**src/rtl/bst_pkg.sv**
```systemverilog
// Shared types and constants for the bencode stream tokenizer.
`default_nettype none

package bst_pkg;

    // Bytes of the bencode grammar
    localparam logic [7:0] CH_I     = 8'h69;  // 'i'
    localparam logic [7:0] CH_L     = 8'h6C;  // 'l'
    localparam logic [7:0] CH_D     = 8'h64;  // 'd'
    localparam logic [7:0] CH_E     = 8'h65;  // 'e'
    localparam logic [7:0] CH_COLON = 8'h3A;  // ':'
    localparam logic [7:0] CH_MINUS = 8'h2D;  // '-'
    localparam logic [7:0] CH_0     = 8'h30;  // '0'
    localparam logic [7:0] CH_9     = 8'h39;  // '9'

    // Magnitudes are 63 bits: limit is 2^63-1
    localparam int MAG_W = 63;
    localparam logic [MAG_W-1:0] MAG_LIMIT_DIV10 = 63'd922337203685477580;
    localparam logic [3:0] MAG_LIMIT_LAST = 4'd7;

    // Parser mode
    typedef enum logic [3:0] {
        MODE_VALUE,
        MODE_INT_START,
        MODE_INT_NEG,
        MODE_INT_DIGITS,
        MODE_INT_ZERO,
        MODE_STR_NEG,
        MODE_STR_DIGITS,
        MODE_STR_ZERO,
        MODE_STR_BODY,
        MODE_DONE,
        MODE_ERROR
    } mode_t;

    // Kind of an open container on the stack
    typedef enum logic [1:0] {
        CONT_NONE = 2'd0,
        CONT_LIST = 2'd1,
        CONT_DKEY = 2'd2,
        CONT_DVAL = 2'd3
    } cont_t;

    // Token kinds on the result channel
    typedef enum logic [2:0] {
        TOK_INT    = 3'd0,
        TOK_HDR    = 3'd1,
        TOK_BYTE   = 3'd2,
        TOK_LIST   = 3'd3,
        TOK_DICT   = 3'd4,
        TOK_END    = 3'd5,
        TOK_ERROR  = 3'd6
    } tok_t;

    // Error codes
    typedef enum logic [1:0] {
        ERR_SYNTAX   = 2'd0,
        ERR_OVERFLOW = 2'd1,
        ERR_END_OPEN = 2'd2,
        ERR_TOO_DEEP = 2'd3
    } err_t;

    // What the current byte produces
    typedef enum logic [2:0] {
        ACT_NONE,
        ACT_ERROR,
        ACT_INT,
        ACT_HDR,
        ACT_BYTE,
        ACT_OPEN,
        ACT_CLOSE
    } act_t;

    // Stack command from the parser
    typedef struct packed {
        logic  clear;
        logic  push;
        logic  pop;
        logic  flip;     // dict key/value toggle on the (new) top
        cont_t kind;     // kind pushed
    } stk_cmd_t;

    // Result token payload (nest level travels separately, its width varies)
    typedef struct packed {
        tok_t        kind;
        logic [63:0] value;
        logic [7:0]  content;
        logic        key;
        logic        done;
        err_t        err;
    } res_t;

    // Dict entry toggles between awaiting key and awaiting value
    function automatic cont_t flip_kind(input cont_t k);
        cont_t r;
        case (k)
            CONT_DKEY: r = CONT_DVAL;
            CONT_DVAL: r = CONT_DKEY;
            default:   r = k;
        endcase
        return r;
    endfunction

endpackage

`default_nettype wire

```
**src/rtl/bst_stack.sv**
```systemverilog
// Container stack with the top entry and the one below held in registers.
`default_nettype none

module bst_stack
    import bst_pkg::*;
#(
    parameter int MAX_DEPTH = 16,
    localparam int LEVEL_W = $clog2(MAX_DEPTH + 1),
    localparam int IDX_W = (MAX_DEPTH > 1) ? $clog2(MAX_DEPTH) : 1
) (
    input  wire                aclk,
    input  wire                aresetn,
    input  wire                cmd_valid,
    input  stk_cmd_t           cmd,
    output logic [LEVEL_W-1:0] level,
    output cont_t              top_kind
);

    logic [LEVEL_W-1:0] level_reg, level_next;
    cont_t              top_reg, top_next;
    cont_t              below_reg;
    cont_t              base_kind;
    cont_t              mem [MAX_DEPTH];
    logic [IDX_W-1:0]   wr_addr;
    logic [IDX_W-1:0]   rd_addr;
    logic [LEVEL_W-1:0] rd_level;
    logic               do_push;

    assign do_push = cmd_valid && cmd.push;

    // Next level and next top entry
    always_comb begin
        level_next = level_reg;
        top_next   = top_reg;
        base_kind  = (cmd.pop) ? below_reg : top_reg;
        if (cmd_valid) begin
            if (cmd.clear) begin
                level_next = '0;
            end else if (cmd.push) begin
                level_next = level_reg + LEVEL_W'(1);
                top_next   = cmd.kind;
            end else begin
                if (cmd.pop) begin
                    level_next = level_reg - LEVEL_W'(1);
                end
                top_next = (cmd.flip) ? flip_kind(base_kind) : base_kind;
            end
        end
    end

    // Old top spills to level-1; next "below" sits at level_next-2
    assign wr_addr  = IDX_W'(level_reg - LEVEL_W'(1));
    assign rd_level = level_next - LEVEL_W'(2);
    assign rd_addr  = IDX_W'(rd_level);

    always_ff @(posedge aclk) begin
        if (!aresetn) begin
            level_reg <= '0;
        end else begin
            level_reg <= level_next;
        end
    end

    always_ff @(posedge aclk) begin
        top_reg <= top_next;
    end

    // Spill memory and registered read of the entry below the top
    always_ff @(posedge aclk) begin
        if (do_push && level_reg != '0) begin
            mem[wr_addr] <= top_reg;
        end
        if (do_push) begin
            below_reg <= top_reg;
        end else if (level_next >= LEVEL_W'(2)) begin
            below_reg <= mem[rd_addr];
        end
    end

    assign level    = level_reg;
    assign top_kind = (level_reg == '0) ? CONT_NONE : top_reg;

endmodule

`default_nettype wire

```
**src/rtl/bencode_stream_tokenizer.sv**
```systemverilog
// Top level: bencode syntax checker and tokenizer, one byte per transaction.
// A byte accepted into the input register yields its token (if any) from the result register.
// Throughput: one byte per cycle while the token channel does not stall; the input
// register and result register form a two-stage pipe.
// Reset (aresetn low, synchronous): parser expects a new document at top level,
// both channels empty. Stack contents are not cleared; only pushed entries are read.
`default_nettype none

module bencode_stream_tokenizer
    import bst_pkg::*;
#(
    parameter int MAX_DEPTH = 16,
    localparam int LEVEL_W = $clog2(MAX_DEPTH + 1),
    localparam int M_BITS = 64 + 8 + LEVEL_W + 4,
    localparam int M_DATA_W = ((M_BITS + 7) / 8) * 8
) (
    input  wire                 aclk,
    input  wire                 aresetn,
    // input byte stream
    input  wire                 s_tvalid,
    output logic                s_tready,
    input  wire  [7:0]          s_tdata,   // [7:0] stream_byte
    input  wire                 s_tlast,   // end_of_input
    // token stream
    output logic                m_tvalid,
    input  wire                 m_tready,
    output logic [M_DATA_W-1:0] m_tdata,   // number_value, content_byte, nest_level,
                                           // is_dict_key, document_complete,
                                           // error_code, zero pad (low bit up)
    output logic [2:0]          m_tuser    // token_kind
);

    // Input register
    logic       in_valid_reg;
    logic [7:0] in_byte_reg;
    logic       in_eoi_reg;
    logic       proceed;

    // Parser state
    mode_t            mode_reg, mode_next;
    logic [MAG_W-1:0] acc_reg, acc_next;
    logic             neg_reg, neg_next;
    logic [MAG_W-1:0] rem_reg, rem_next;

    // Stack
    stk_cmd_t           cmd;
    logic [LEVEL_W-1:0] level;
    cont_t              top_kind;

    // Decode
    logic             is_digit;
    logic [3:0]       digit;
    logic             acc_ovf;
    logic [MAG_W-1:0] acc_step;
    act_t             act;
    err_t             err;
    logic             done;
    logic             key;

    // Result register
    logic               m_valid_reg;
    res_t               res_reg, res_next;
    logic [LEVEL_W-1:0] lvl_reg, lvl_next;

    assign proceed  = in_valid_reg && (!m_valid_reg || m_tready);
    assign s_tready = !in_valid_reg || proceed;

    // Input register
    always_ff @(posedge aclk) begin
        if (!aresetn) begin
            in_valid_reg <= 1'b0;
        end else if (s_tready) begin
            in_valid_reg <= s_tvalid;
        end
    end

    always_ff @(posedge aclk) begin
        if (s_tready && s_tvalid) begin
            in_byte_reg <= s_tdata;
            in_eoi_reg  <= s_tlast;
        end
    end

    // Byte classes and decimal accumulate (acc*10 + d as shift-adds)
    assign is_digit = in_byte_reg inside {[CH_0:CH_9]};
    assign digit    = 4'(in_byte_reg - CH_0);
    assign acc_ovf  = (acc_reg > MAG_LIMIT_DIV10) ||
                      ((acc_reg == MAG_LIMIT_DIV10) && (digit > MAG_LIMIT_LAST));
    assign acc_step = {acc_reg[MAG_W-4:0], 3'b000} + {acc_reg[MAG_W-2:0], 1'b0}
                      + MAG_W'(digit);
    assign key      = (top_kind == CONT_DKEY);

    // Next-state logic
    always_comb begin
        mode_next = mode_reg;
        acc_next  = acc_reg;
        neg_next  = neg_reg;
        rem_next  = rem_reg;
        cmd       = '0;
        cmd.kind  = CONT_LIST;
        act       = ACT_NONE;
        err       = ERR_SYNTAX;
        done      = 1'b0;

        if (in_eoi_reg) begin
            if (mode_reg != MODE_DONE && mode_reg != MODE_ERROR) begin
                act = ACT_ERROR;
                err = (level != '0) ? ERR_END_OPEN : ERR_SYNTAX;
            end
            mode_next = MODE_VALUE;
            acc_next  = '0;
            neg_next  = 1'b0;
            rem_next  = '0;
            cmd.clear = 1'b1;
        end else begin
            case (mode_reg)
                MODE_VALUE: begin
                    if (in_byte_reg == CH_E &&
                        (top_kind == CONT_LIST || top_kind == CONT_DKEY)) begin
                        act     = ACT_CLOSE;
                        cmd.pop = 1'b1;
                        if (level == LEVEL_W'(1)) begin
                            done      = 1'b1;
                            mode_next = MODE_DONE;
                        end else begin
                            cmd.flip = 1'b1;
                        end
                    end else if (top_kind == CONT_DKEY) begin
                        // key must be a string
                        if (in_byte_reg == CH_MINUS) begin
                            mode_next = MODE_STR_NEG;
                            acc_next  = '0;
                            neg_next  = 1'b1;
                        end else if (in_byte_reg == CH_0) begin
                            mode_next = MODE_STR_ZERO;
                            acc_next  = '0;
                            neg_next  = 1'b0;
                        end else if (is_digit) begin
                            mode_next = MODE_STR_DIGITS;
                            acc_next  = MAG_W'(digit);
                            neg_next  = 1'b0;
                        end else begin
                            act = ACT_ERROR;
                        end
                    end else if (in_byte_reg == CH_I) begin
                        mode_next = MODE_INT_START;
                        acc_next  = '0;
                        neg_next  = 1'b0;
                    end else if (in_byte_reg == CH_L || in_byte_reg == CH_D) begin
                        if (level >= LEVEL_W'(MAX_DEPTH)) begin
                            act = ACT_ERROR;
                            err = ERR_TOO_DEEP;
                        end else begin
                            act      = ACT_OPEN;
                            cmd.push = 1'b1;
                            cmd.kind = (in_byte_reg == CH_L) ? CONT_LIST : CONT_DKEY;
                        end
                    end else if (in_byte_reg == CH_0) begin
                        mode_next = MODE_STR_ZERO;
                        acc_next  = '0;
                        neg_next  = 1'b0;
                    end else if (is_digit) begin
                        mode_next = MODE_STR_DIGITS;
                        acc_next  = MAG_W'(digit);
                        neg_next  = 1'b0;
                    end else begin
                        act = ACT_ERROR;
                    end
                end
                MODE_INT_START: begin
                    if (in_byte_reg == CH_0) begin
                        mode_next = MODE_INT_ZERO;
                    end else if (in_byte_reg == CH_MINUS) begin
                        mode_next = MODE_INT_NEG;
                        acc_next  = '0;
                        neg_next  = 1'b1;
                    end else if (is_digit) begin
                        mode_next = MODE_INT_DIGITS;
                        acc_next  = MAG_W'(digit);
                        neg_next  = 1'b0;
                    end else begin
                        act = ACT_ERROR;
                    end
                end
                MODE_INT_NEG, MODE_STR_NEG: begin
                    if (is_digit) begin
                        acc_next  = MAG_W'(digit);
                        mode_next = (mode_reg == MODE_INT_NEG) ? MODE_INT_DIGITS
                                                               : MODE_STR_DIGITS;
                    end else begin
                        act = ACT_ERROR;
                    end
                end
                MODE_INT_DIGITS, MODE_INT_ZERO: begin
                    if (mode_reg == MODE_INT_DIGITS && is_digit) begin
                        if (acc_ovf) begin
                            act = ACT_ERROR;
                            err = ERR_OVERFLOW;
                        end else begin
                            acc_next = acc_step;
                        end
                    end else if (in_byte_reg == CH_E) begin
                        act      = ACT_INT;
                        acc_next = '0;
                        neg_next = 1'b0;
                        if (level == '0) begin
                            done      = 1'b1;
                            mode_next = MODE_DONE;
                        end else begin
                            cmd.flip  = 1'b1;
                            mode_next = MODE_VALUE;
                        end
                    end else begin
                        act = ACT_ERROR;
                    end
                end
                MODE_STR_DIGITS, MODE_STR_ZERO: begin
                    if (mode_reg == MODE_STR_DIGITS && is_digit) begin
                        if (acc_ovf) begin
                            act = ACT_ERROR;
                            err = ERR_OVERFLOW;
                        end else begin
                            acc_next = acc_step;
                        end
                    end else if (in_byte_reg == CH_COLON) begin
                        if (neg_reg && acc_reg != '0) begin
                            act = ACT_ERROR;
                        end else begin
                            act      = ACT_HDR;
                            acc_next = '0;
                            neg_next = 1'b0;
                            if (acc_reg != '0) begin
                                rem_next  = acc_reg;
                                mode_next = MODE_STR_BODY;
                            end else if (level == '0) begin
                                done      = 1'b1;
                                mode_next = MODE_DONE;
                            end else begin
                                cmd.flip  = 1'b1;
                                mode_next = MODE_VALUE;
                            end
                        end
                    end else begin
                        act = ACT_ERROR;
                    end
                end
                MODE_STR_BODY: begin
                    act      = ACT_BYTE;
                    rem_next = rem_reg - MAG_W'(1);
                    if (rem_reg == MAG_W'(1)) begin
                        if (level == '0) begin
                            done      = 1'b1;
                            mode_next = MODE_DONE;
                        end else begin
                            cmd.flip  = 1'b1;
                            mode_next = MODE_VALUE;
                        end
                    end
                end
                MODE_DONE, MODE_ERROR: begin
                    // bytes ignored until end of input
                end
                default: begin
                    act = ACT_ERROR;
                end
            endcase
            if (act == ACT_ERROR) begin
                mode_next = MODE_ERROR;
            end
        end
    end

    // Result payload
    always_comb begin
        res_next      = '0;
        res_next.done = done;
        lvl_next      = level;
        case (act)
            ACT_ERROR: begin
                res_next.kind = TOK_ERROR;
                res_next.err  = err;
            end
            ACT_INT: begin
                res_next.kind  = TOK_INT;
                res_next.value = neg_reg ? (64'd0 - {1'b0, acc_reg}) : {1'b0, acc_reg};
            end
            ACT_HDR: begin
                res_next.kind  = TOK_HDR;
                res_next.value = {1'b0, acc_reg};
                res_next.key   = key;
            end
            ACT_BYTE: begin
                res_next.kind    = TOK_BYTE;
                res_next.content = in_byte_reg;
                res_next.key     = key;
            end
            ACT_OPEN: begin
                res_next.kind = (in_byte_reg == CH_L) ? TOK_LIST : TOK_DICT;
            end
            ACT_CLOSE: begin
                res_next.kind = TOK_END;
                lvl_next      = level - LEVEL_W'(1);
            end
            default: begin
                res_next.kind = TOK_INT;
            end
        endcase
    end

    // Parser state registers
    always_ff @(posedge aclk) begin
        if (!aresetn) begin
            mode_reg <= MODE_VALUE;
            acc_reg  <= '0;
            neg_reg  <= 1'b0;
            rem_reg  <= '0;
        end else if (proceed) begin
            mode_reg <= mode_next;
            acc_reg  <= acc_next;
            neg_reg  <= neg_next;
            rem_reg  <= rem_next;
        end
    end

    bst_stack #(
        .MAX_DEPTH (MAX_DEPTH)
    ) u_stack (
        .aclk      (aclk),
        .aresetn   (aresetn),
        .cmd_valid (proceed),
        .cmd       (cmd),
        .level     (level),
        .top_kind  (top_kind)
    );

    // Result register
    always_ff @(posedge aclk) begin
        if (!aresetn) begin
            m_valid_reg <= 1'b0;
        end else if (proceed) begin
            m_valid_reg <= (act != ACT_NONE);
        end else if (m_tready) begin
            m_valid_reg <= 1'b0;
        end
    end

    always_ff @(posedge aclk) begin
        if (proceed && act != ACT_NONE) begin
            res_reg <= res_next;
            lvl_reg <= lvl_next;
        end
    end

    assign m_tvalid = m_valid_reg;
    assign m_tuser  = res_reg.kind;
    assign m_tdata  = M_DATA_W'({res_reg.err, res_reg.done, res_reg.key, lvl_reg,
                                 res_reg.content, res_reg.value});

endmodule

`default_nettype wire

```
**config.mk**
```make
export PLATFORM = sky130hd
export DESIGN_NAME = bencode_stream_tokenizer
export DESIGN_NICKNAME = d
export VERILOG_FILES = /design/src/rtl/bst_pkg.sv /design/src/rtl/bst_stack.sv /design/src/rtl/bencode_stream_tokenizer.sv
export SDC_FILE = /design/constraint.sdc
export NUM_CORES = 1
export LEC_CHECK = 0
export BUFFER_PORTS_ARGS = -buffer_cell sky130_fd_sc_hd__buf_2
export CAP_MARGIN = 20
export CELL_PAD_IN_SITES_DETAIL_PLACEMENT = 0
export CELL_PAD_IN_SITES_GLOBAL_PLACEMENT = 2
export CORE_ASPECT_RATIO = 1.2
export CORE_MARGIN = 2
export CORE_UTILIZATION = 42
export CTS_CLUSTER_DIAMETER = 200
export DETAILED_ROUTE_END_ITERATION = 16
export PLACE_DENSITY_LB_ADDON = 0.1
export SLEW_MARGIN = 10
export SYNTH_ARGS = -nofsm -noshare
export SYNTH_HDL_FRONTEND = slang
export SYNTH_SLANG_ARGS = --single-unit
```
**constraint.sdc**
```tcl
create_clock -name aclk -period 14.2 [get_ports aclk]
set_clock_uncertainty 0.1 [all_clocks]
set_input_delay 1.42 -clock aclk [delete_from_list [all_inputs] [get_ports aclk]]
set_output_delay 1.42 -clock aclk [all_outputs]
set_load 0.1 [all_outputs]
```
# [After elaboration in Yosys (flattened, before gate mapping)]
# Memories as Yosys holds them, arrays and structs flattened.
# Index checks and enable logic that the tools add are counted.
[totals] regBits=235 latchBits=0 mem_bits_rw=32 rom_bits=0 input_bits=13 out_inout_bits=93 word_cells=281 mem_count=1
[mem_list] memory="u_stack.mem" words=16 width=2 rd=1 rd_clocked_by_memory_dff=0 wr=1 line_no="bst_stack.sv:23" text="cont_t mem [MAX_DEPTH];"
[op_classes] addsub=8 mul=0 div=0 magnitude_cmp=6 n_eq_ne=55 shifts=0 n_mux=152 bitwise=1 reduce_logical=40
[op_table] operator="63-bit 2-to-1 mux" n=21
[op_table] operator="63-bit one-hot mux with 5 select lines" n=1
[op_table] operator="64-bit one-hot mux with 2 select lines" n=1
[op_table] operator="63-bit one-hot mux with 2 select lines" n=1
[op_table] operator="4-bit 2-to-1 mux" n=22
[op_table] operator="64-bit 2-to-1 mux" n=1
[op_table] operator="1-bit by 63-bit subtractor with 64-bit output, first input constant" n=1
[op_table] operator="63-bit by 4-bit adder with 63-bit output" n=1
[op_table] operator="63-bit adder" n=1
[op_table] operator="63-bit by 1-bit equality test with 1-bit output, second input constant" n=1
[op_table] operator="63-bit by 60-bit equality test with 1-bit output, second input constant" n=1
[op_table] operator="63-bit by 60-bit greater-than comparator with 1-bit output, second input constant" n=1
[op_table] operator="63-bit nonzero test" n=1
[op_table] operator="63-bit by 1-bit subtractor with 63-bit output, second input constant" n=1
[op_table] operator="2-bit 2-to-1 mux" n=26
[op_table] operator="1-bit 2-to-1 mux" n=51
[op_table] operator="4-bit != test, second input constant" n=12
[op_table] operator="3-bit 2-to-1 mux" n=14
[op_table] operator="8-bit by 7-bit equality test with 1-bit output, second input constant" n=4
[op_table] operator="5-bit 2-to-1 mux" n=6
[op_table] operator="8-bit by 6-bit equality test with 1-bit output, second input constant" n=3
[op_table] operator="3-bit != test, second input constant" n=8
[op_table] operator="4-bit one-hot mux with 6 select lines" n=1
[op_table] operator="3-bit one-hot mux with 7 select lines" n=1
[op_table] operator="43 further kinds" n=81

# [Longest topological paths before layout]
# An unclocked memory read counts as a cell.
[logic_depth] depth_word=17 depth_mapped=19 depth_no_buf=17

# [By module]
# A second synthesis with hierarchy kept.
[hier_totals] hier_cells=2357 area_unflattened_um2=19482.4
[modules_own_cells] mod="bencode_stream_tokenizer" n_inst=1 cells_each=2184 area_per_inst_um2=17332.9 seq_area_each_um2=5455.2
[modules_own_cells] mod="bst_stack" n_inst=1 cells_each=173 area_per_inst_um2=2149.6 seq_area_each_um2=1181.1

# [Worst setup path before layout]
# No wires, ideal clock.
[synth_timing] path_kind="register -> register" start="register u_stack.level_reg[3], in the netlist u_stack.level[3]" end="register lvl_reg[0], enable pin" setup_ns=0.527 arrival_time_ns=6.206 t_required_ns=13.573 slack_ns=7.367 path_stages_with_launch=14 n_path_buf=1 synth_period_minus_slack_ns=6.833 path_cell_list="dfxtp_1 -> clkbuf_1 -> nor3_1 -> nand2_1 -> and2_1 -> ha_1 -> a22oi_1 -> o21ai_0 -> nor3_1 -> a2111oi_2 -> o21a_1 -> a21oi_1 -> nor3_1 -> nor2_1"
[synth_between] elab_chain_len=11 elab_cells_between_ends=17 classes_between="1 x order compare; 2 x eq/ne; 9 x mux; 5 x reduce/logical"
[synth_lines] element="start, declared" line_no="bst_stack.sv:19" text="logic [LEVEL_W-1:0] level_reg, level_next;"
[synth_lines] element="start signal, assigned" line_no="bst_stack.sv:60" text="level_reg <= level_next;"
[synth_lines] element="5-bit zero test (*)" line_no="bst_stack.sv:81" text="assign top_kind = (level_reg == '0) ? CONT_NONE : top_reg;"
[synth_lines] element="2-bit 2-to-1 mux (*)" line_no="bst_stack.sv:81"
[synth_lines] element="2-bit equality test (*)"
[synth_lines] element="net key" line_no="bencode_stream_tokenizer.sv:58" text="logic key;"
[synth_lines] element="1-bit logical OR" line_no="bencode_stream_tokenizer.sv:119" text="(top_kind == CONT_LIST || top_kind == CONT_DKEY)) begin"
[synth_lines] element="1-bit logical AND" line_no="bencode_stream_tokenizer.sv:118" text="if (in_byte_reg == CH_E &&"
[synth_lines] element="3-bit 2-to-1 mux (*)" line_no="bencode_stream_tokenizer.sv:118"
[synth_lines] element="3-bit one-hot mux with 7 select lines (*)" line_no="bencode_stream_tokenizer.sv:116" text="case (mode_reg)"
[synth_lines] element="3-bit 2-to-1 mux (*) (2 in a row)" line_no="bencode_stream_tokenizer.sv:105" text="if (in_eoi_reg) begin"
[synth_lines] element="3-bit nonzero test (*)" line_no="bencode_stream_tokenizer.sv:348" text="if (proceed && act != ACT_NONE) begin"
[synth_lines] element="1-bit logical AND (*)" line_no="bencode_stream_tokenizer.sv:348"
[synth_lines] element="end signal, assigned" line_no="bencode_stream_tokenizer.sv:350" text="lvl_reg <= lvl_next;"
[synth_lines] element="end, declared" line_no="bencode_stream_tokenizer.sv:63" text="logic [LEVEL_W-1:0] lvl_reg, lvl_next;"
# The timed path passes the listed nets; every way through them passes the cells marked *. The select of a mux whose other input is x is not followed.
# A chain may end at the register's enable or synchronous reset.

# [Worst setup path in the final report]
[layout_timing] start="register u_stack.level_reg[0], in the netlist u_stack.level[0]" end="register u_stack.below_reg[1], data pin"
[layout_between] elab_chain_len=16 elab_cells_between_ends=26 classes_between="3 x add/sub; 1 x order compare; 2 x eq/ne; 15 x mux; 4 x reduce/logical; 1 x memory"
[layout_lines] element="5-bit zero test (*)" line_no="bst_stack.sv:81"
[layout_lines] element="2-bit 2-to-1 mux (*)" line_no="bst_stack.sv:81"
[layout_lines] element="2-bit equality test (*)"
[layout_lines] element="net key" line_no="bencode_stream_tokenizer.sv:58"
[layout_lines] element="1-bit logical OR" line_no="bencode_stream_tokenizer.sv:119"
[layout_lines] element="1-bit logical AND" line_no="bencode_stream_tokenizer.sv:118"
[layout_lines] element="2-bit 2-to-1 mux" line_no="bencode_stream_tokenizer.sv:118"
[layout_lines] element="2-bit 2-to-1 mux (*)" line_no="bencode_stream_tokenizer.sv:116"
[layout_lines] element="5-bit 2-to-1 mux (*)" line_no="bencode_stream_tokenizer.sv:105"
[layout_lines] element="5-bit 2-to-1 mux" line_no="bst_stack.sv:43" text="if (cmd.pop) begin"
[layout_lines] element="5-bit 2-to-1 mux" line_no="bst_stack.sv:39" text="end else if (cmd.push) begin"
[layout_lines] element="5-bit 2-to-1 mux" line_no="bst_stack.sv:37" text="if (cmd.clear) begin"
[layout_lines] element="5-bit 2-to-1 mux" line_no="bst_stack.sv:36" text="if (cmd_valid) begin"
[layout_lines] element="4-bit by 2-bit subtractor with 4-bit output" line_no="bst_stack.sv:53" text="assign rd_level = level_next - LEVEL_W'(2);"
[layout_lines] element="memory 16 x 2 bit"
[layout_lines] element="2-bit 2-to-1 mux" line_no="bst_stack.sv:75" text="end else if (level_next >= LEVEL_W'(2)) begin"
[layout_lines] element="2-bit 2-to-1 mux (*)" line_no="bst_stack.sv:73" text="if (do_push) begin"
[layout_lines] element="end signal, assigned" line_no="bst_stack.sv:74" text="below_reg <= top_reg;"
[layout_lines] element="end signal, assigned" line_no="bst_stack.sv:76" text="below_reg <= mem[rd_addr];"
[layout_lines] element="end, declared" line_no="bst_stack.sv:21" text="cont_t below_reg;"
# Marked as above.

==> flow_summary.toml <==
[run_status]
status = "finished, final reports clean"

[logic_synthesis]
synthCells = 2259
synth_flop_cell = "dfxtp_1"
synth_top_family_by_area = "compound AO/OA/AOI/OAI gates"
synth_commonest_cells = "243 x nor2_1, 210 x nand2_1, 146 x a21oi_1, 138 x dfxtp_1, 131 x ha_1"
synthMuxAreaShare_pct = 1.83
synth_area_leader_cell = "edfxtp_1"
syn-cell-area_um2 = 19400
ys_warn_count = 0
synth_enable_flop_cells = 129
async_flop_share_pct = 0
synthXorXnorAreaFrac_pct = 6.00
yosysSeqAreaShare_pct = 34.2
synth-simple-area-share_pct = 21.8
ys_seq_elements = 267
synthAdderAreaFrac_pct = 8.66
synthTopCellsByArea = "edfxtp_1 20%, dfxtp_1 14%, ha_1 8.5%, nor2_1 4.7%, nand2_1 4.1%"
yosysMostFrequentCell = "nor2_1"
syn_area_per_cell_um2 = 8.59
ys_types = 99
synth_compound_area_share_pct = 22.9
synth.top_cell.area_share_pct = 20.0

[clock_network]
insertion_delay_ns = 0.56
post_cts_buffers = 0
cts_buffer_depth = 3
cts_root_buf = "clkbuf_16"
post_cts_resized = 0
cts_hold_buf = 0
cts_buffers = 34
cts.sink_count = 267
htree_levels = 2
tritoncts = "done"
cts.clk_slew.worst_paths_ns = 0.06

[detailed_routing]
top_layer = "met4"
ant_nets = 0
wl_met3_um = 3270
wl_per_cell_um = 22.6
wirelength_um = 65700
wl_met2_um = 31000
first_pass_iters = 6
via_per_inst = 6.09
drc = 0
dr.first_iter.drc_count = 1200
wl_met1_um = 29600
vias = 17700

[timing]
hold_viol = 0
finalHoldWorstSlack_ns = 0.382
period_share_pct = 39.3
fin_ws_ns = 8.61
slew_headroom_pct = 23.4
finalSetupViolations = 0
max_freq_ghz = 0.179
rsz0062_at_grt = "no"
tns_ns = 0
worst_slew_pin_slew_ns = 1.12
slew_violations = 0
layout_min_cycle_time_ns = 5.59

[floorplanning]
die_area_um2 = 47900
io_pins = 106
rows = 86
die_w_um = 200
dieHeight_um = 239
start_util_pct = 42.4
core_um2 = 45700

[placed_design]
place_inst = 2840
port_buffers = 98
dp_slack_ns = 8.63
gp_congestion = 0.916
dp_hpwl_um = 46700

[worst_setup_path]
path_buf_inv = 1
cp_common_cell = "ha_1"
worstPathMaxFanout = 13
arrival_ns = 5.80
end_kind = "flip-flop"
critPathMaxStageDelay_ns = 0.62
crit_family = "simple AND/OR/NAND/NOR gates"
ff2ff_path_depth = 16
path_cells = "inv_1 > ha_1 > nand2_1 > and2_1 > ha_1 > nor4_1 > and3b_1 > o21ai_0 > a22oi_1 > nor2_1 > a21oi_1 > ha_1 > mux4_2 > mux2i_1 > mux2i_1 > mux2_2"
crit_path_start_kind = "flip-flop"
cpMaxStageDelayCell = "nor4_1"
crit_required_ns = 14.41
worst-setup-path-type = "flip-flop to flip-flop"
crit_cells = 16

[worst_hold_path]
hp-class = "flip-flop to flip-flop"
whs_path_depth = 2

[final_layout]
nNetsFinal = 2406
syn2layout_area_growth_pct = 10.2
largest_register_ffs = 76
final_cells = 2902
num_antenna_cells = 0
drive_gt1_share_pct = 12.3

[flow_run]
drv_cap = 0

[global_routing]
antenna_found_initial = 0
grt_pass1_vias = 17000
globalRouteOverflowTotal = 0
grt.total_usage_pct = 26.9
grt_pass1_wl_um = 102000
grt_max_degree = 81

[pwr]
cellLeakagePower_nw = 8.68
pwr-share-clk_pct = 44.8
p_total_mw = 2.02
combPwrFrac_pct = 13.7
power.density_nw_per_um2 = 94.7
internal_power_mw = 1.42
p_sw_uw = 604
ir_worst_vdd_mv = 0.0829
swShare_pct = 29.8
sequentialPowerShare_pct = 41.5
kinds of logic (layout without fill, tap and decap cells):
family,Yosys count,count (layout)
xor gates and xnor gates,132,132
muxes,25,25
buffers and inverters,210,231
AOI/OAI and AO/OA,645,645
adders and majority gates,133,133
and+or+nand+nor,846,846
DFF,267,267
other,1,7
worst min-delay path, delay by kind of cell (launching register included):
kind	cells	cell delay, ns
compound gates	2	0.13
flops	1	0.30
area by class of cell:
cell class	instances	area, um2
tap	616	771
clock buffer	42	912
sequential	267	6640
inverter	35	131
timing repair buffer	134	763
multi-input combinational	1788	11900
clock inverter	20	230
fill	4505	24400
per-layer routing:
layer | vias to the layer above | global-route usage (%)
met2 | 533 | 45.0
li1 | 8408 | -
met1 | 8640 | 36.1
met4 | 0 | 8.68
met3 | 104 | 3.29
met5 | - | 0
metrics by stage:
step                      utilization [%]  cell area, um2
after floorplan                         -           19400
after global placement               44.2           20200
after detailed placement             44.2           20200
after CTS                            46.7           21400
after global routing                 46.7           21400
final                                46.7           21400
worst paths after layout:
kind | start | endpoint | slack, ns
max | u_stack.level[0] | u_stack.below_reg[1] | 8.61
min reg2reg | rem_reg[21] | rem_reg[21] | 0.38
max reg2reg | u_stack.level[0] | u_stack.below_reg[1] | 8.61
min | rem_reg[21] | rem_reg[21] | 0.38
cells in the final DEF, fill, tap and decap left out, types with 15 or more instances in the layout:
master | Yosys | routed
o221a_2 | 31 | 31
nand4_1 | 36 | 36
xnor2_1 | 57 | 57
nor2_1 | 243 | 242
nor2b_1 | 62 | 62
or3_1 | 29 | 29
a31oi_1 | 23 | 23
a22o_1 | 22 | 22
nand3_1 | 40 | 39
o21bai_1 | 15 | 15
o21ai_0 | 128 | 128
o31ai_1 | 43 | 43
inv_1 | 35 | 35
or4_1 | 19 | 19
nand2_1 | 210 | 209
ha_1 | 131 | 131
edfxtp_1 | 129 | 129
and2_1 | 22 | 21
clkbuf_16 | 0 | 35
nor4_1 | 29 | 29
a21o_1 | 32 | 32
o211ai_1 | 15 | 15
and3_1 | 19 | 19
buf_4 | 7 | 37
a21boi_0 | 30 | 30
a21oi_1 | 146 | 146
a22oi_1 | 35 | 35
dfxtp_1 | 138 | 138
xor2_1 | 74 | 74
nor3_1 | 67 | 66
buf_2 | 32 | 97
power groups by stage:
stage	clock (mW)	sequential [mW]	combinational, mW
finish	0.907	0.840	0.277
global route	0.946	0.842	0.294
CTS	0.923	0.840	0.275
detailed placement	0	0.856	0.275
global placement	0	0.855	0.273
floorplan	0	0.932	0.134
Power figures use the tool's default switching activity.
